### src/design/bhcs_pkg.sv
`timescale 1ns / 1ps

package bhcs_pkg;

   // Speed filter geometry.
   localparam int HISTORY_DEPTH = 8;
   localparam int SLOT_W        = $clog2(HISTORY_DEPTH);
   localparam int SAMPLE_W      = 15;
   localparam int SUM_W         = SAMPLE_W + SLOT_W;

   // Largest speed sample; larger quotients are clamped to it.
   localparam logic [SAMPLE_W-1:0] SAMPLE_MAX = 15'h7FFF;

   // Divider geometry: 24-bit dividend, 32-bit tick count.
   localparam int DVD_W  = 24;
   localparam int DVS_W  = 32;
   localparam int STEP_W = $clog2(DVD_W);

   // Configuration port.
   localparam int CSR_IDX_W  = 3;
   localparam int CSR_DATA_W = 24;

   localparam logic [CSR_IDX_W-1:0] CSR_SPEED_CONSTANT    = 3'd0;
   localparam logic [CSR_IDX_W-1:0] CSR_DISCARD_THRESHOLD = 3'd1;
   localparam logic [CSR_IDX_W-1:0] CSR_VOLTAGE_LIMIT     = 3'd2;
   localparam logic [CSR_IDX_W-1:0] CSR_BATTERY_GAIN      = 3'd3;
   localparam logic [CSR_IDX_W-1:0] CSR_COMMAND_LIMIT     = 3'd4;

   localparam logic [23:0] RST_SPEED_CONSTANT    = 24'd638624;
   localparam logic [14:0] RST_DISCARD_THRESHOLD = 15'd2000;
   localparam logic [23:0] RST_VOLTAGE_LIMIT     = 24'd58080;
   localparam logic [7:0]  RST_BATTERY_GAIN      = 8'd63;
   localparam logic [14:0] RST_COMMAND_LIMIT     = 15'd1000;

   typedef struct packed {
      logic             start;
      logic [DVD_W-1:0] dividend;
      logic [DVS_W-1:0] divisor;
   } div_req_type;

   typedef struct packed {
      logic             done;
      logic [DVD_W-1:0] quotient;
   } div_rsp_type;

   typedef struct packed {
      logic                push;
      logic [SAMPLE_W-1:0] sample;
      logic [SAMPLE_W-1:0] threshold;
   } flt_req_type;

endpackage

### src/design/bhcs_divider.sv
`timescale 1ns / 1ps

module bhcs_divider import bhcs_pkg::*; (
   input  logic        clock,
   input  logic        reset,
   input  div_req_type div_req,
   output div_rsp_type div_rsp
);

   logic             busy_ff, busy_in;
   logic             done_ff, done_in;
   logic [STEP_W-1:0] step_ff, step_in;
   logic [DVD_W-1:0] rem_ff, rem_in;
   logic [DVD_W-1:0] dvd_ff, dvd_in;
   logic [DVS_W-1:0] dvs_ff, dvs_in;

   logic [DVD_W:0]   trial;
   logic [DVS_W:0]   diff;
   logic             fits;

   // The remainder never exceeds a prefix of the dividend, so it stays 24 bits wide.
   assign trial = {rem_ff, dvd_ff[DVD_W-1]};
   assign fits  = {{(DVS_W-DVD_W){1'b0}}, trial} >= {1'b0, dvs_ff};
   assign diff  = {{(DVS_W-DVD_W){1'b0}}, trial} - {1'b0, dvs_ff};

   always_comb begin
      busy_in = busy_ff;
      done_in = 1'b0;
      step_in = step_ff;
      rem_in  = rem_ff;
      dvd_in  = dvd_ff;
      dvs_in  = dvs_ff;
      if (div_req.start) begin
         busy_in = 1'b1;
         step_in = '0;
         rem_in  = '0;
         dvd_in  = div_req.dividend;
         dvs_in  = div_req.divisor;
      end else if (busy_ff) begin
         rem_in = fits ? diff[DVD_W-1:0] : trial[DVD_W-1:0];
         dvd_in = {dvd_ff[DVD_W-2:0], fits};
         if (step_ff == STEP_W'(DVD_W - 1)) begin
            busy_in = 1'b0;
            done_in = 1'b1;
         end else begin
            step_in = step_ff + 1'b1;
         end
      end
   end

   always_ff @(posedge clock) begin
      if (reset) begin
         busy_ff <= 1'b0;
         done_ff <= 1'b0;
         step_ff <= '0;
      end else begin
         busy_ff <= busy_in;
         done_ff <= done_in;
         step_ff <= step_in;
      end
      rem_ff <= rem_in;
      dvd_ff <= dvd_in;
      dvs_ff <= dvs_in;
   end

   assign div_rsp.done     = done_ff;
   assign div_rsp.quotient = dvd_ff;

endmodule

### src/design/bhcs_speed_filter.sv
`timescale 1ns / 1ps

module bhcs_speed_filter import bhcs_pkg::*; (
   input  logic                clock,
   input  logic                reset,
   input  flt_req_type         flt_req,
   output logic [SAMPLE_W-1:0] filtered
);

   logic [SAMPLE_W-1:0] hist_ff [HISTORY_DEPTH];
   logic [SUM_W-1:0]    sum_ff, sum_in;
   logic [SLOT_W-1:0]   slot_ff, slot_in;
   logic [SAMPLE_W-1:0] filt_ff, filt_in;

   logic [SAMPLE_W-1:0] avg;
   logic [SAMPLE_W-1:0] dev;
   logic [SAMPLE_W-1:0] kept;

   assign avg  = SAMPLE_W'(sum_ff / SUM_W'(HISTORY_DEPTH));
   assign dev  = (avg > flt_req.sample) ? avg - flt_req.sample : flt_req.sample - avg;
   // An outlier is replaced by the current average rather than dropped.
   assign kept = (dev > flt_req.threshold) ? avg : flt_req.sample;

   always_comb begin
      sum_in  = sum_ff;
      slot_in = slot_ff;
      filt_in = filt_ff;
      if (flt_req.push) begin
         sum_in  = sum_ff - SUM_W'(hist_ff[slot_ff]) + SUM_W'(kept);
         slot_in = (slot_ff == SLOT_W'(HISTORY_DEPTH - 1)) ? '0 : slot_ff + 1'b1;
         filt_in = SAMPLE_W'(sum_in / SUM_W'(HISTORY_DEPTH));
      end
   end

   always_ff @(posedge clock) begin
      if (reset) begin
         sum_ff  <= '0;
         slot_ff <= '0;
         filt_ff <= '0;
         for (int i = 0; i < HISTORY_DEPTH; i++) begin
            hist_ff[i] <= '0;
         end
      end else begin
         sum_ff  <= sum_in;
         slot_ff <= slot_in;
         filt_ff <= filt_in;
         if (flt_req.push) begin
            hist_ff[slot_ff] <= kept;
         end
      end
   end

   assign filtered = filt_ff;

endmodule

### src/design/bldc_hall_commutation_speed_unit.sv
`timescale 1ns / 1ps

// Six-step hall commutation with speed measurement and a checked drive command.
// Request channel: req_valid/req_stall carry one beat per timer tick (kind 0,
// hall code) or drive command (kind 1, signed command value). Response channel:
// rsp_valid/rsp_stall return exactly one beat per request with the phase duties,
// low-side enables, filtered velocity and active command.
// One request is worked on at a time; req_stall is high from the accepting edge
// until the response has been loaded into the output register.
// A tick whose hall code is unchanged goes straight to the output stage; a tick
// with a hall change first runs the 24-bit restoring divider, one quotient bit
// per cycle, and pushes the speed sample into the filter; a command passes a
// multiply state and a check state before the output stage.
// A new request may be accepted while the previous response is still waiting.
// If the receiver stalls, the response register holds its beat and the finished
// next result waits in the sequencer until the register frees up.
// Synchronous reset restores all configuration registers to their defaults,
// clears the speed history and returns the sequencer to idle with no beat out.
// Configuration writes take effect at the next edge and are meant for idle times.

module bldc_hall_commutation_speed_unit import bhcs_pkg::*; (
   input  logic                  clock,
   input  logic                  reset,
   input  logic                  req_valid,
   output logic                  req_stall,
   input  logic                  req_kind,
   input  logic [2:0]            req_hall_code,
   input  logic signed [15:0]    req_command_value,
   output logic                  rsp_valid,
   input  logic                  rsp_stall,
   output logic [14:0]           rsp_phase1_duty,
   output logic [14:0]           rsp_phase2_duty,
   output logic [14:0]           rsp_phase3_duty,
   output logic                  rsp_phase1_enable,
   output logic                  rsp_phase2_enable,
   output logic                  rsp_phase3_enable,
   output logic signed [15:0]    rsp_velocity,
   output logic signed [15:0]    rsp_active_command,
   input  logic                  csr_write,
   input  logic [CSR_IDX_W-1:0]  csr_index,
   input  logic [CSR_DATA_W-1:0] csr_data
);

   localparam logic [2:0] ST_IDLE    = 3'd0;
   localparam logic [2:0] ST_DIVIDE  = 3'd1;
   localparam logic [2:0] ST_CMD_MUL = 3'd2;
   localparam logic [2:0] ST_CMD_CHK = 3'd3;
   localparam logic [2:0] ST_FINISH  = 3'd4;

   localparam logic [2:0] HALL_110 = 3'b110;
   localparam logic [2:0] HALL_010 = 3'b010;
   localparam logic [2:0] HALL_011 = 3'b011;
   localparam logic [2:0] HALL_001 = 3'b001;
   localparam logic [2:0] HALL_101 = 3'b101;
   localparam logic [2:0] HALL_100 = 3'b100;
   localparam logic [2:0] HALL_NONE = 3'b000;

   localparam logic        KIND_TICK = 1'b0;

   // Hall code that follows each code in forward rotation; none for invalid codes.
   function automatic logic [2:0] next_forward(input logic [2:0] h);
      logic [2:0] r;
      unique case (h)
         HALL_110: r = HALL_010;
         HALL_010: r = HALL_011;
         HALL_011: r = HALL_001;
         HALL_001: r = HALL_101;
         HALL_101: r = HALL_100;
         HALL_100: r = HALL_110;
         default:  r = HALL_NONE;
      endcase
      return r;
   endfunction

   // Returns {floated phase one-hot, zero-duty phase one-hot in forward drive}, bit 0 is phase one.
   function automatic logic [5:0] commutation(input logic [2:0] h);
      logic [5:0] r;
      unique case (h)
         HALL_110: r = {3'b001, 3'b100};
         HALL_010: r = {3'b100, 3'b001};
         HALL_011: r = {3'b010, 3'b001};
         HALL_001: r = {3'b001, 3'b010};
         HALL_101: r = {3'b100, 3'b010};
         HALL_100: r = {3'b010, 3'b100};
         default:  r = 6'b000000;
      endcase
      return r;
   endfunction

   // Configuration registers.
   logic [23:0] spd_const_ff;
   logic [14:0] discard_ff;
   logic [23:0] volt_lim_ff;
   logic [7:0]  gain_ff;
   logic [14:0] cmd_lim_ff;

   // Block state.
   logic [2:0]         state_ff, state_in;
   logic [2:0]         prev_hall_ff, prev_hall_in;
   logic [31:0]        tick_cnt_ff, tick_cnt_in;
   logic signed [2:0]  vote_ff, vote_in;
   logic               meas_fwd_ff, meas_fwd_in;
   logic [14:0]        duty_lvl_ff, duty_lvl_in;
   logic               drive_fwd_ff, drive_fwd_in;
   logic signed [15:0] acc_cmd_ff, acc_cmd_in;

   // Command working registers.
   logic signed [15:0] cmd_ff, cmd_in;
   logic [22:0]        prod_ff, prod_in;
   logic               agree_ff, agree_in;
   logic               in_range_ff, in_range_in;

   // Pending result and response register.
   logic [14:0] res_duty_ff [3];
   logic [14:0] res_duty_in [3];
   logic [2:0]  res_en_ff, res_en_in;

   logic               rsp_valid_ff, rsp_valid_in;
   logic [14:0]        rsp_duty_ff [3];
   logic [2:0]         rsp_en_ff;
   logic signed [15:0] rsp_vel_ff;
   logic signed [15:0] rsp_acc_ff;

   div_req_type div_req;
   div_rsp_type div_rsp;
   flt_req_type flt_req;
   logic [SAMPLE_W-1:0] filtered;

   logic               accept;
   logic               load_rsp;
   logic [5:0]         comm;
   logic [2:0]         succ;
   logic signed [3:0]  vote_sum;
   logic signed [16:0] cmd_wide;
   logic signed [16:0] lim_wide;
   logic [15:0]        cmd_mag;
   logic [18:0]        emf;
   logic signed [24:0] coil_v;
   logic [15:0]        acc_mag;
   logic signed [15:0] vel_now;

   assign accept   = req_valid && (state_ff == ST_IDLE);
   assign load_rsp = (state_ff == ST_FINISH) && (!rsp_valid_ff || !rsp_stall);
   assign comm     = commutation(req_hall_code);
   assign succ     = next_forward(prev_hall_ff);

   assign cmd_wide = {cmd_ff[15], cmd_ff};
   assign lim_wide = {2'b00, cmd_lim_ff};
   assign cmd_mag  = cmd_ff[15] ? 16'(-cmd_ff) : 16'(cmd_ff);
   assign emf      = 19'(filtered) * 19'd10;
   assign coil_v   = agree_ff ? $signed({2'b00, prod_ff}) - $signed({6'b000000, emf})
                              : $signed({2'b00, prod_ff}) + $signed({6'b000000, emf});
   assign vel_now  = meas_fwd_ff ? $signed({1'b0, filtered}) : -$signed({1'b0, filtered});

   always_comb begin
      vote_sum = {vote_ff[2], vote_ff};
      if (succ != HALL_NONE) begin
         vote_sum = (req_hall_code == succ) ? vote_sum + 4'sd1 : vote_sum - 4'sd1;
      end
   end

   always_comb begin
      state_in     = state_ff;
      prev_hall_in = prev_hall_ff;
      tick_cnt_in  = tick_cnt_ff;
      vote_in      = vote_ff;
      meas_fwd_in  = meas_fwd_ff;
      duty_lvl_in  = duty_lvl_ff;
      drive_fwd_in = drive_fwd_ff;
      acc_cmd_in   = acc_cmd_ff;
      cmd_in       = cmd_ff;
      prod_in      = prod_ff;
      agree_in     = agree_ff;
      in_range_in  = in_range_ff;
      res_duty_in  = res_duty_ff;
      res_en_in    = res_en_ff;
      acc_mag      = '0;

      div_req.start    = 1'b0;
      div_req.dividend = spd_const_ff;
      div_req.divisor  = tick_cnt_ff;

      flt_req.push      = 1'b0;
      flt_req.sample    = (div_rsp.quotient > DVD_W'(SAMPLE_MAX)) ? SAMPLE_MAX
                                                                 : div_rsp.quotient[14:0];
      flt_req.threshold = discard_ff;

      unique case (state_ff)
         ST_IDLE: begin
            if (accept) begin
               if (req_kind == KIND_TICK) begin
                  // Duties use the drive state from before this tick.
                  for (int k = 0; k < 3; k++) begin
                     res_en_in[k] = !comm[3 + k];
                     if (comm[2:0] != 3'b000 && ((!comm[k]) == drive_fwd_ff)) begin
                        res_duty_in[k] = duty_lvl_ff;
                     end else begin
                        res_duty_in[k] = '0;
                     end
                  end
                  if (req_hall_code == prev_hall_ff) begin
                     if (tick_cnt_ff != '1) begin
                        tick_cnt_in = tick_cnt_ff + 1'b1;
                     end
                     state_in = ST_FINISH;
                  end else begin
                     if (vote_sum > 4'sd3) begin
                        vote_in     = 3'sd3;
                        meas_fwd_in = 1'b1;
                     end else if (vote_sum < -4'sd3) begin
                        vote_in     = -3'sd3;
                        meas_fwd_in = 1'b0;
                     end else begin
                        vote_in = vote_sum[2:0];
                     end
                     div_req.start = 1'b1;
                     tick_cnt_in   = 32'd1;
                     prev_hall_in  = req_hall_code;
                     state_in      = ST_DIVIDE;
                  end
               end else begin
                  for (int k = 0; k < 3; k++) begin
                     res_duty_in[k] = '0;
                  end
                  res_en_in = '0;
                  cmd_in    = req_command_value;
                  state_in  = ST_CMD_MUL;
               end
            end
         end
         ST_DIVIDE: begin
            if (div_rsp.done) begin
               flt_req.push = 1'b1;
               state_in     = ST_FINISH;
            end
         end
         ST_CMD_MUL: begin
            in_range_in = (cmd_wide <= lim_wide) && (cmd_wide >= -lim_wide);
            prod_in     = 23'(gain_ff) * 23'(cmd_mag[14:0]);
            agree_in    = meas_fwd_ff ? !cmd_ff[15] : cmd_ff[15];
            state_in    = ST_CMD_CHK;
         end
         ST_CMD_CHK: begin
            if (in_range_ff) begin
               if (coil_v <= $signed({1'b0, volt_lim_ff})) begin
                  acc_cmd_in = cmd_ff;
               end
               acc_mag      = acc_cmd_in[15] ? 16'(-acc_cmd_in) : 16'(acc_cmd_in);
               duty_lvl_in  = acc_mag[15] ? 15'h7FFF : acc_mag[14:0];
               drive_fwd_in = !acc_cmd_in[15];
            end
            state_in = ST_FINISH;
         end
         ST_FINISH: begin
            if (load_rsp) begin
               state_in = ST_IDLE;
            end
         end
         default: begin
            state_in = ST_IDLE;
         end
      endcase
   end

   always_comb begin
      rsp_valid_in = rsp_valid_ff && rsp_stall;
      if (load_rsp) begin
         rsp_valid_in = 1'b1;
      end
   end

   always_ff @(posedge clock) begin
      if (reset) begin
         spd_const_ff <= RST_SPEED_CONSTANT;
         discard_ff   <= RST_DISCARD_THRESHOLD;
         volt_lim_ff  <= RST_VOLTAGE_LIMIT;
         gain_ff      <= RST_BATTERY_GAIN;
         cmd_lim_ff   <= RST_COMMAND_LIMIT;
      end else if (csr_write) begin
         case (csr_index)
            CSR_SPEED_CONSTANT:    spd_const_ff <= csr_data;
            CSR_DISCARD_THRESHOLD: discard_ff   <= csr_data[14:0];
            CSR_VOLTAGE_LIMIT:     volt_lim_ff  <= csr_data;
            CSR_BATTERY_GAIN:      gain_ff      <= csr_data[7:0];
            CSR_COMMAND_LIMIT:     cmd_lim_ff   <= csr_data[14:0];
            default: ;
         endcase
      end
   end

   always_ff @(posedge clock) begin
      if (reset) begin
         state_ff     <= ST_IDLE;
         prev_hall_ff <= HALL_NONE;
         tick_cnt_ff  <= 32'd1;
         vote_ff      <= '0;
         meas_fwd_ff  <= 1'b1;
         duty_lvl_ff  <= '0;
         drive_fwd_ff <= 1'b1;
         acc_cmd_ff   <= '0;
         rsp_valid_ff <= 1'b0;
      end else begin
         state_ff     <= state_in;
         prev_hall_ff <= prev_hall_in;
         tick_cnt_ff  <= tick_cnt_in;
         vote_ff      <= vote_in;
         meas_fwd_ff  <= meas_fwd_in;
         duty_lvl_ff  <= duty_lvl_in;
         drive_fwd_ff <= drive_fwd_in;
         acc_cmd_ff   <= acc_cmd_in;
         rsp_valid_ff <= rsp_valid_in;
      end
      cmd_ff      <= cmd_in;
      prod_ff     <= prod_in;
      agree_ff    <= agree_in;
      in_range_ff <= in_range_in;
      res_duty_ff <= res_duty_in;
      res_en_ff   <= res_en_in;
      if (load_rsp) begin
         rsp_duty_ff <= res_duty_ff;
         rsp_en_ff   <= res_en_ff;
         rsp_vel_ff  <= vel_now;
         rsp_acc_ff  <= acc_cmd_ff;
      end
   end

   bhcs_divider u_divider (
      .clock   (clock),
      .reset   (reset),
      .div_req (div_req),
      .div_rsp (div_rsp)
   );

   bhcs_speed_filter u_filter (
      .clock    (clock),
      .reset    (reset),
      .flt_req  (flt_req),
      .filtered (filtered)
   );

   assign req_stall          = (state_ff != ST_IDLE);
   assign rsp_valid          = rsp_valid_ff;
   assign rsp_phase1_duty    = rsp_duty_ff[0];
   assign rsp_phase2_duty    = rsp_duty_ff[1];
   assign rsp_phase3_duty    = rsp_duty_ff[2];
   assign rsp_phase1_enable  = rsp_en_ff[0];
   assign rsp_phase2_enable  = rsp_en_ff[1];
   assign rsp_phase3_enable  = rsp_en_ff[2];
   assign rsp_velocity       = rsp_vel_ff;
   assign rsp_active_command = rsp_acc_ff;

endmodule

### config.mk
export PLATFORM = sky130hd
export DESIGN_NAME = bldc_hall_commutation_speed_unit
export DESIGN_NICKNAME = d
export VERILOG_FILES = /design/src/design/bhcs_pkg.sv /design/src/design/bhcs_divider.sv /design/src/design/bhcs_speed_filter.sv /design/src/design/bldc_hall_commutation_speed_unit.sv
export SDC_FILE = /design/constraint.sdc
export NUM_CORES = 2
export LEC_CHECK = 0
export BUFFER_PORTS_ARGS = -buffer_cell sky130_fd_sc_hd__buf_2
export CORE_MARGIN = 8
export CORE_UTILIZATION = 48
export DETAILED_ROUTE_END_ITERATION = 8
export GPL_TIMING_DRIVEN = 0
export PLACE_DENSITY = 0.73
export REMOVE_ABC_BUFFERS = 1
export SLEW_MARGIN = 40
export SYNTH_ARGS = -nofsm -noshare
export SYNTH_HDL_FRONTEND = slang
export SYNTH_SLANG_ARGS = --single-unit
### constraint.sdc
create_clock -name clock -period 20.3 [get_ports clock]
set_input_delay 4.06 -clock clock [delete_from_list [all_inputs] [get_ports clock]]
set_output_delay 4.06 -clock clock [all_outputs]
set_load 0.005 [all_outputs]
==> impl_summary.md <==
Floorplanning
The horizontal extent of the die is 284.0 microns. The die outline height is 284.0 microns. In this run the standard cell core region covers 71240 sq um.

The initial utilization of the core area, before any placement, comes to 48.39%. The placement row count is 98. The die footprint is 80650 sq um. In this run the count of I/O pins placed on the die edge is 134.

Timing
The fmax is 93.39 MHz. The final count of hold timing violations was 0. Hold timing on the final database bottoms out at a slack of 0.4107 ns. Setup repair after global routing left no endpoint under its margin. The worst slew margin relative to its limit is 42.63%. The final critical path takes up 52.75% of the cycle. In the final timing run, aggregate negative setup slack is 0 ns. Setup violations remaining at the end of the flow were counted as 0. The number of max-slew violations in the final report is 0. On the final layout, the worst clock skew is 0.02138 ns. The minimum clock period is 10.71 ns. The transition time at the pin with the least slew margin is 0.8605 ns. The worst path meets setup with 9.593 ns of slack.

Detailed routing
Wires add up to 84.03 mm. Detailed routing inserted a total of 25.58k vias. The DRC violations left is 0. The count of nets left with antenna violations once routing finished came out at 0. The count of routing violations after the opening detailed-route iteration is 1957. The post-detailed-route via-to-cell ratio is 5.625. The average wire length per cell after detail routing is 18.48 microns. The pre-antenna-repair detailed-routing pass consisted of 6 iterations.

CTS
The clock tree from TritonCTS is done. The number of hold buffers added after CTS was 0. The clock drives 561 sinks. Counting the buffers created by CTS gives 58.

In this run the deepest clock path goes through 3 buffers. The maximum level of the CTS H-tree is 2. The number of gates resized after CTS was 0. CTS placed an instance of sky130_fd_sc_hd__clkbuf_16 at the clock tree root. The clock transition time at the flip-flop clock pins of the worst setup and hold paths is 0.06 ns. Clock latency on the worst-skew pair, taken at its later pin, is 0.64 ns. Post-CTS timing repair inserted 0 buffers for setup.

Power
For this design the static power due to leakage is 15.63 nW. The design internal power is 0.002552 W. The largest voltage drop on the vdd net is 104.5 uV. The cell area power density is 98.49 nW/um^2. The part of the total power dissipated in the clock network is 29.7%.

Summed over all nets, the switching power comes to 0.001241 W. The portion of total power attributed to combinational logic is 33.7%. In this run switching power makes up 32.71% of total power. Registers are responsible for 36.5% of the overall power.

Run
The number of max-capacitance violations reported is 0.

Worst setup path
At the worst endpoint, the required time is 20.83 ns. The end of the worst register-to-register path is u_filter.filtered[13]. On the critical path, the stage with the largest delay is an instance of sky130_fd_sc_hd__nor3_2. Of all nets on the critical path, the largest fanout is 22. The worst register-to-register path has a setup slack of 9.59 ns.

The cell that appears most often on the critical path is sky130_fd_sc_hd__a21oi_1. The worst register-to-register path begins at u_divider.dvd_ff[23]. STA classifies the critical path endpoint as a flip-flop.

STA classifies the critical path startpoint as a flip-flop. The critical path in this run is classified as flip-flop to flip-flop. The depth of the most critical reg-to-reg path is 32.

The capturing element of the worst setup path is u_filter.filtered[13]. In this run the worst setup path begins at u_divider.dvd_ff[23]. For the worst setup path, the data arrival time is 11.24 ns.

The largest single stage delay on the critical path is 0.68 ns.

Cells and area
Cells with a size suffix above 1 make up 11.93% of the layout. The most common cell after layout, fill and taps aside is sky130_fd_sc_hd__nand2_1. The area growth from synthesis to layout is 11.71%.

The top cell types in the final layout, fill and taps aside, are sky130_fd_sc_hd__nand2_1 (428), sky130_fd_sc_hd__edfxtp_1 (345), sky130_fd_sc_hd__inv_1 (270). After the flow finishes, the layout carries non-filler instances totaling 4548. The final net count is 3958.

Yosys
The share of flip-flops with an asynchronous set or reset is 0%. The count of warnings emitted by yosys is 0. After synthesis the cells add up to 34470 sq um. Dividing the synthesized area by the synthesized cell count gives 9.978 sq um. The sequential cell area fraction in the yosys report is 42.60%. Yosys mapped a number of flops with a built-in enable equal to 345. The most used flip-flop cell after synthesis is sky130_fd_sc_hd__edfxtp_1. Synthesis instantiated 104 different standard cells from the library. Synthesis handed over a netlist of 3455 instances. In this run, synthesis produced a sequential element count of 561.

Placed design
Input and output buffers added on the ports amount to 133. The minimum setup slack after placement is 9.862 ns. The final weighted congestion in routability-driven placement is 0.8987. The number of placed instances with taps included is 4435. After legalization and detailed placement, the total HPWL measured 61.75 mm.

GRT
The initial antenna violation count is 6. Global routing consumed, over all layers together, 20.32% of the routing resources. The total global routing overflow is 0. The number of global-route vias before repair is 25.18k. The first global-routing pass estimated 135.1 mm of wire. Entering global routing, the biggest net connects 68 pins.

Outcome
The run finished with clean final reports.

Worst hold path
The type of the tightest min-delay check is flip-flop to flip-flop.
## worst min path at each step
stage / start / endpoint / depth (start not counted)
after floorplan: res_en_ff[0] / rsp_en_ff[0] / 0
after global placement: res_duty_ff[1] / rsp_phase3_duty[1] / 0
after detailed placement: res_duty_ff[34] / rsp_phase1_duty[4] / 0
after CTS: res_duty_ff[26] / rsp_phase2_duty[11] / 0
after global routing: res_duty_ff[31] / rsp_phase1_duty[1] / 0
final: res_duty_ff[31] / rsp_phase1_duty[1] / 0
## routing by layer
| metal | up-vias | part of all wire (%) | track usage, % |
|---|---|---|---|
| met3 | 143 | 6.3 | 3.490 |
| met1 | 12410 | 44 | 26.78 |
| met5 | - | 0.054 | 0 |
| met4 | 6 | 2.2 | 5.247 |
| li1 | 12320 | - | - |
| met2 | 708 | 48 | 34.51 |
## cell type report
class | count | area [sq um]
fillers | 6178 | 32730
clock inverters | 31 | 392.9
well taps | 950 | 1189
multi-input cells | 2487 | 18450
clock buffers | 79 | 1653
flip-flops and latches | 561 | 14690
diodes | 3 | 7.507
repair buffers | 163 | 1085
inverters | 274 | 1039
## sequential cells by signal, indices dropped and copies added, names as in the netlist, 16 cells and up, named ones only
| signal | flops |
|---|---|
| acc_cmd_ff | 16 |
| cmd_ff | 16 |
| prod_ff | 23 |
| res_duty_ff | 45 |
| rsp_active_command | 16 |
| rsp_velocity | 16 |
| spd_const_ff | 24 |
| tick_cnt_ff | 32 |
| u_divider.dvd_ff | 24 |
| u_divider.dvs_ff | 32 |
| u_divider.rem_ff | 24 |
| u_filter.hist_ff | 120 |
| volt_lim_ff | 24 |
## power groups by stage
stage	registers (W)	logic [W]	clock network, W
floorplan	0.00139	0.00100	0
global placement	0.00141	0.00123	0
detailed placement	0.00141	0.00127	0
CTS	0.00139	0.00128	0.00114
global route	0.00139	0.00145	0.00119
finish	0.00139	0.00128	0.00113
## metrics by stage
step	instance area, sq um	util, %	power, W
after CTS	38450	53.98	0.003807
final	38510	54.06	0.003793
after global placement	35780	50.22	0.002644
after detailed placement	36410	51.11	0.002679
after floorplan	33920	-	0.002398
after global routing	38500	54.05	0.004034
## cell usage after synthesis (all sizes together), types with 29 or more instances
library cell	instances	area share [%]
nand2	440	4.8
clkbuf	101	1.1
nand4	33	0.64
xor2	58	1.5
o21ai	117	1.7
mux4	30	2.0
nor2	210	2.4
a21o	52	1.1
a21oi	246	3.6
ha	261	9.5
nor2b	40	0.73
inv	273	3.0
o211ai	29	0.68
nor3	169	2.7
and2	102	1.9
buf	32	0.50
fa	100	5.8
nand3	73	1.1
dfxtp	216	13
mux2i	64	1.9
xnor2	128	3.3
o21a	29	0.63
edfxtp	345	30
## cell families after synthesis
| logic type | share of synthesized area [%] |
|---|---|
| compound gates | 11.38 |
| xor+xnor | 4.726 |
| fa+ha+maj | 15.28 |
| buf+inv | 4.584 |
| flops | 42.60 |
| mux | 4.199 |
| simple gates | 17.24 |
## worst max-delay path: cells and delay by family, from the launching register on
| family | cells | cell delay [ns] |
|---|---|---|
| compound gates | 13 | 3.16 |
| flops | 1 | 0.53 |
| simple gates | 13 | 4.79 |
| xor+xnor | 1 | 0.09 |
| mux | 1 | 0.39 |
| fa+ha+maj | 4 | 1.63 |
Power figures use the tool's default switching activity.
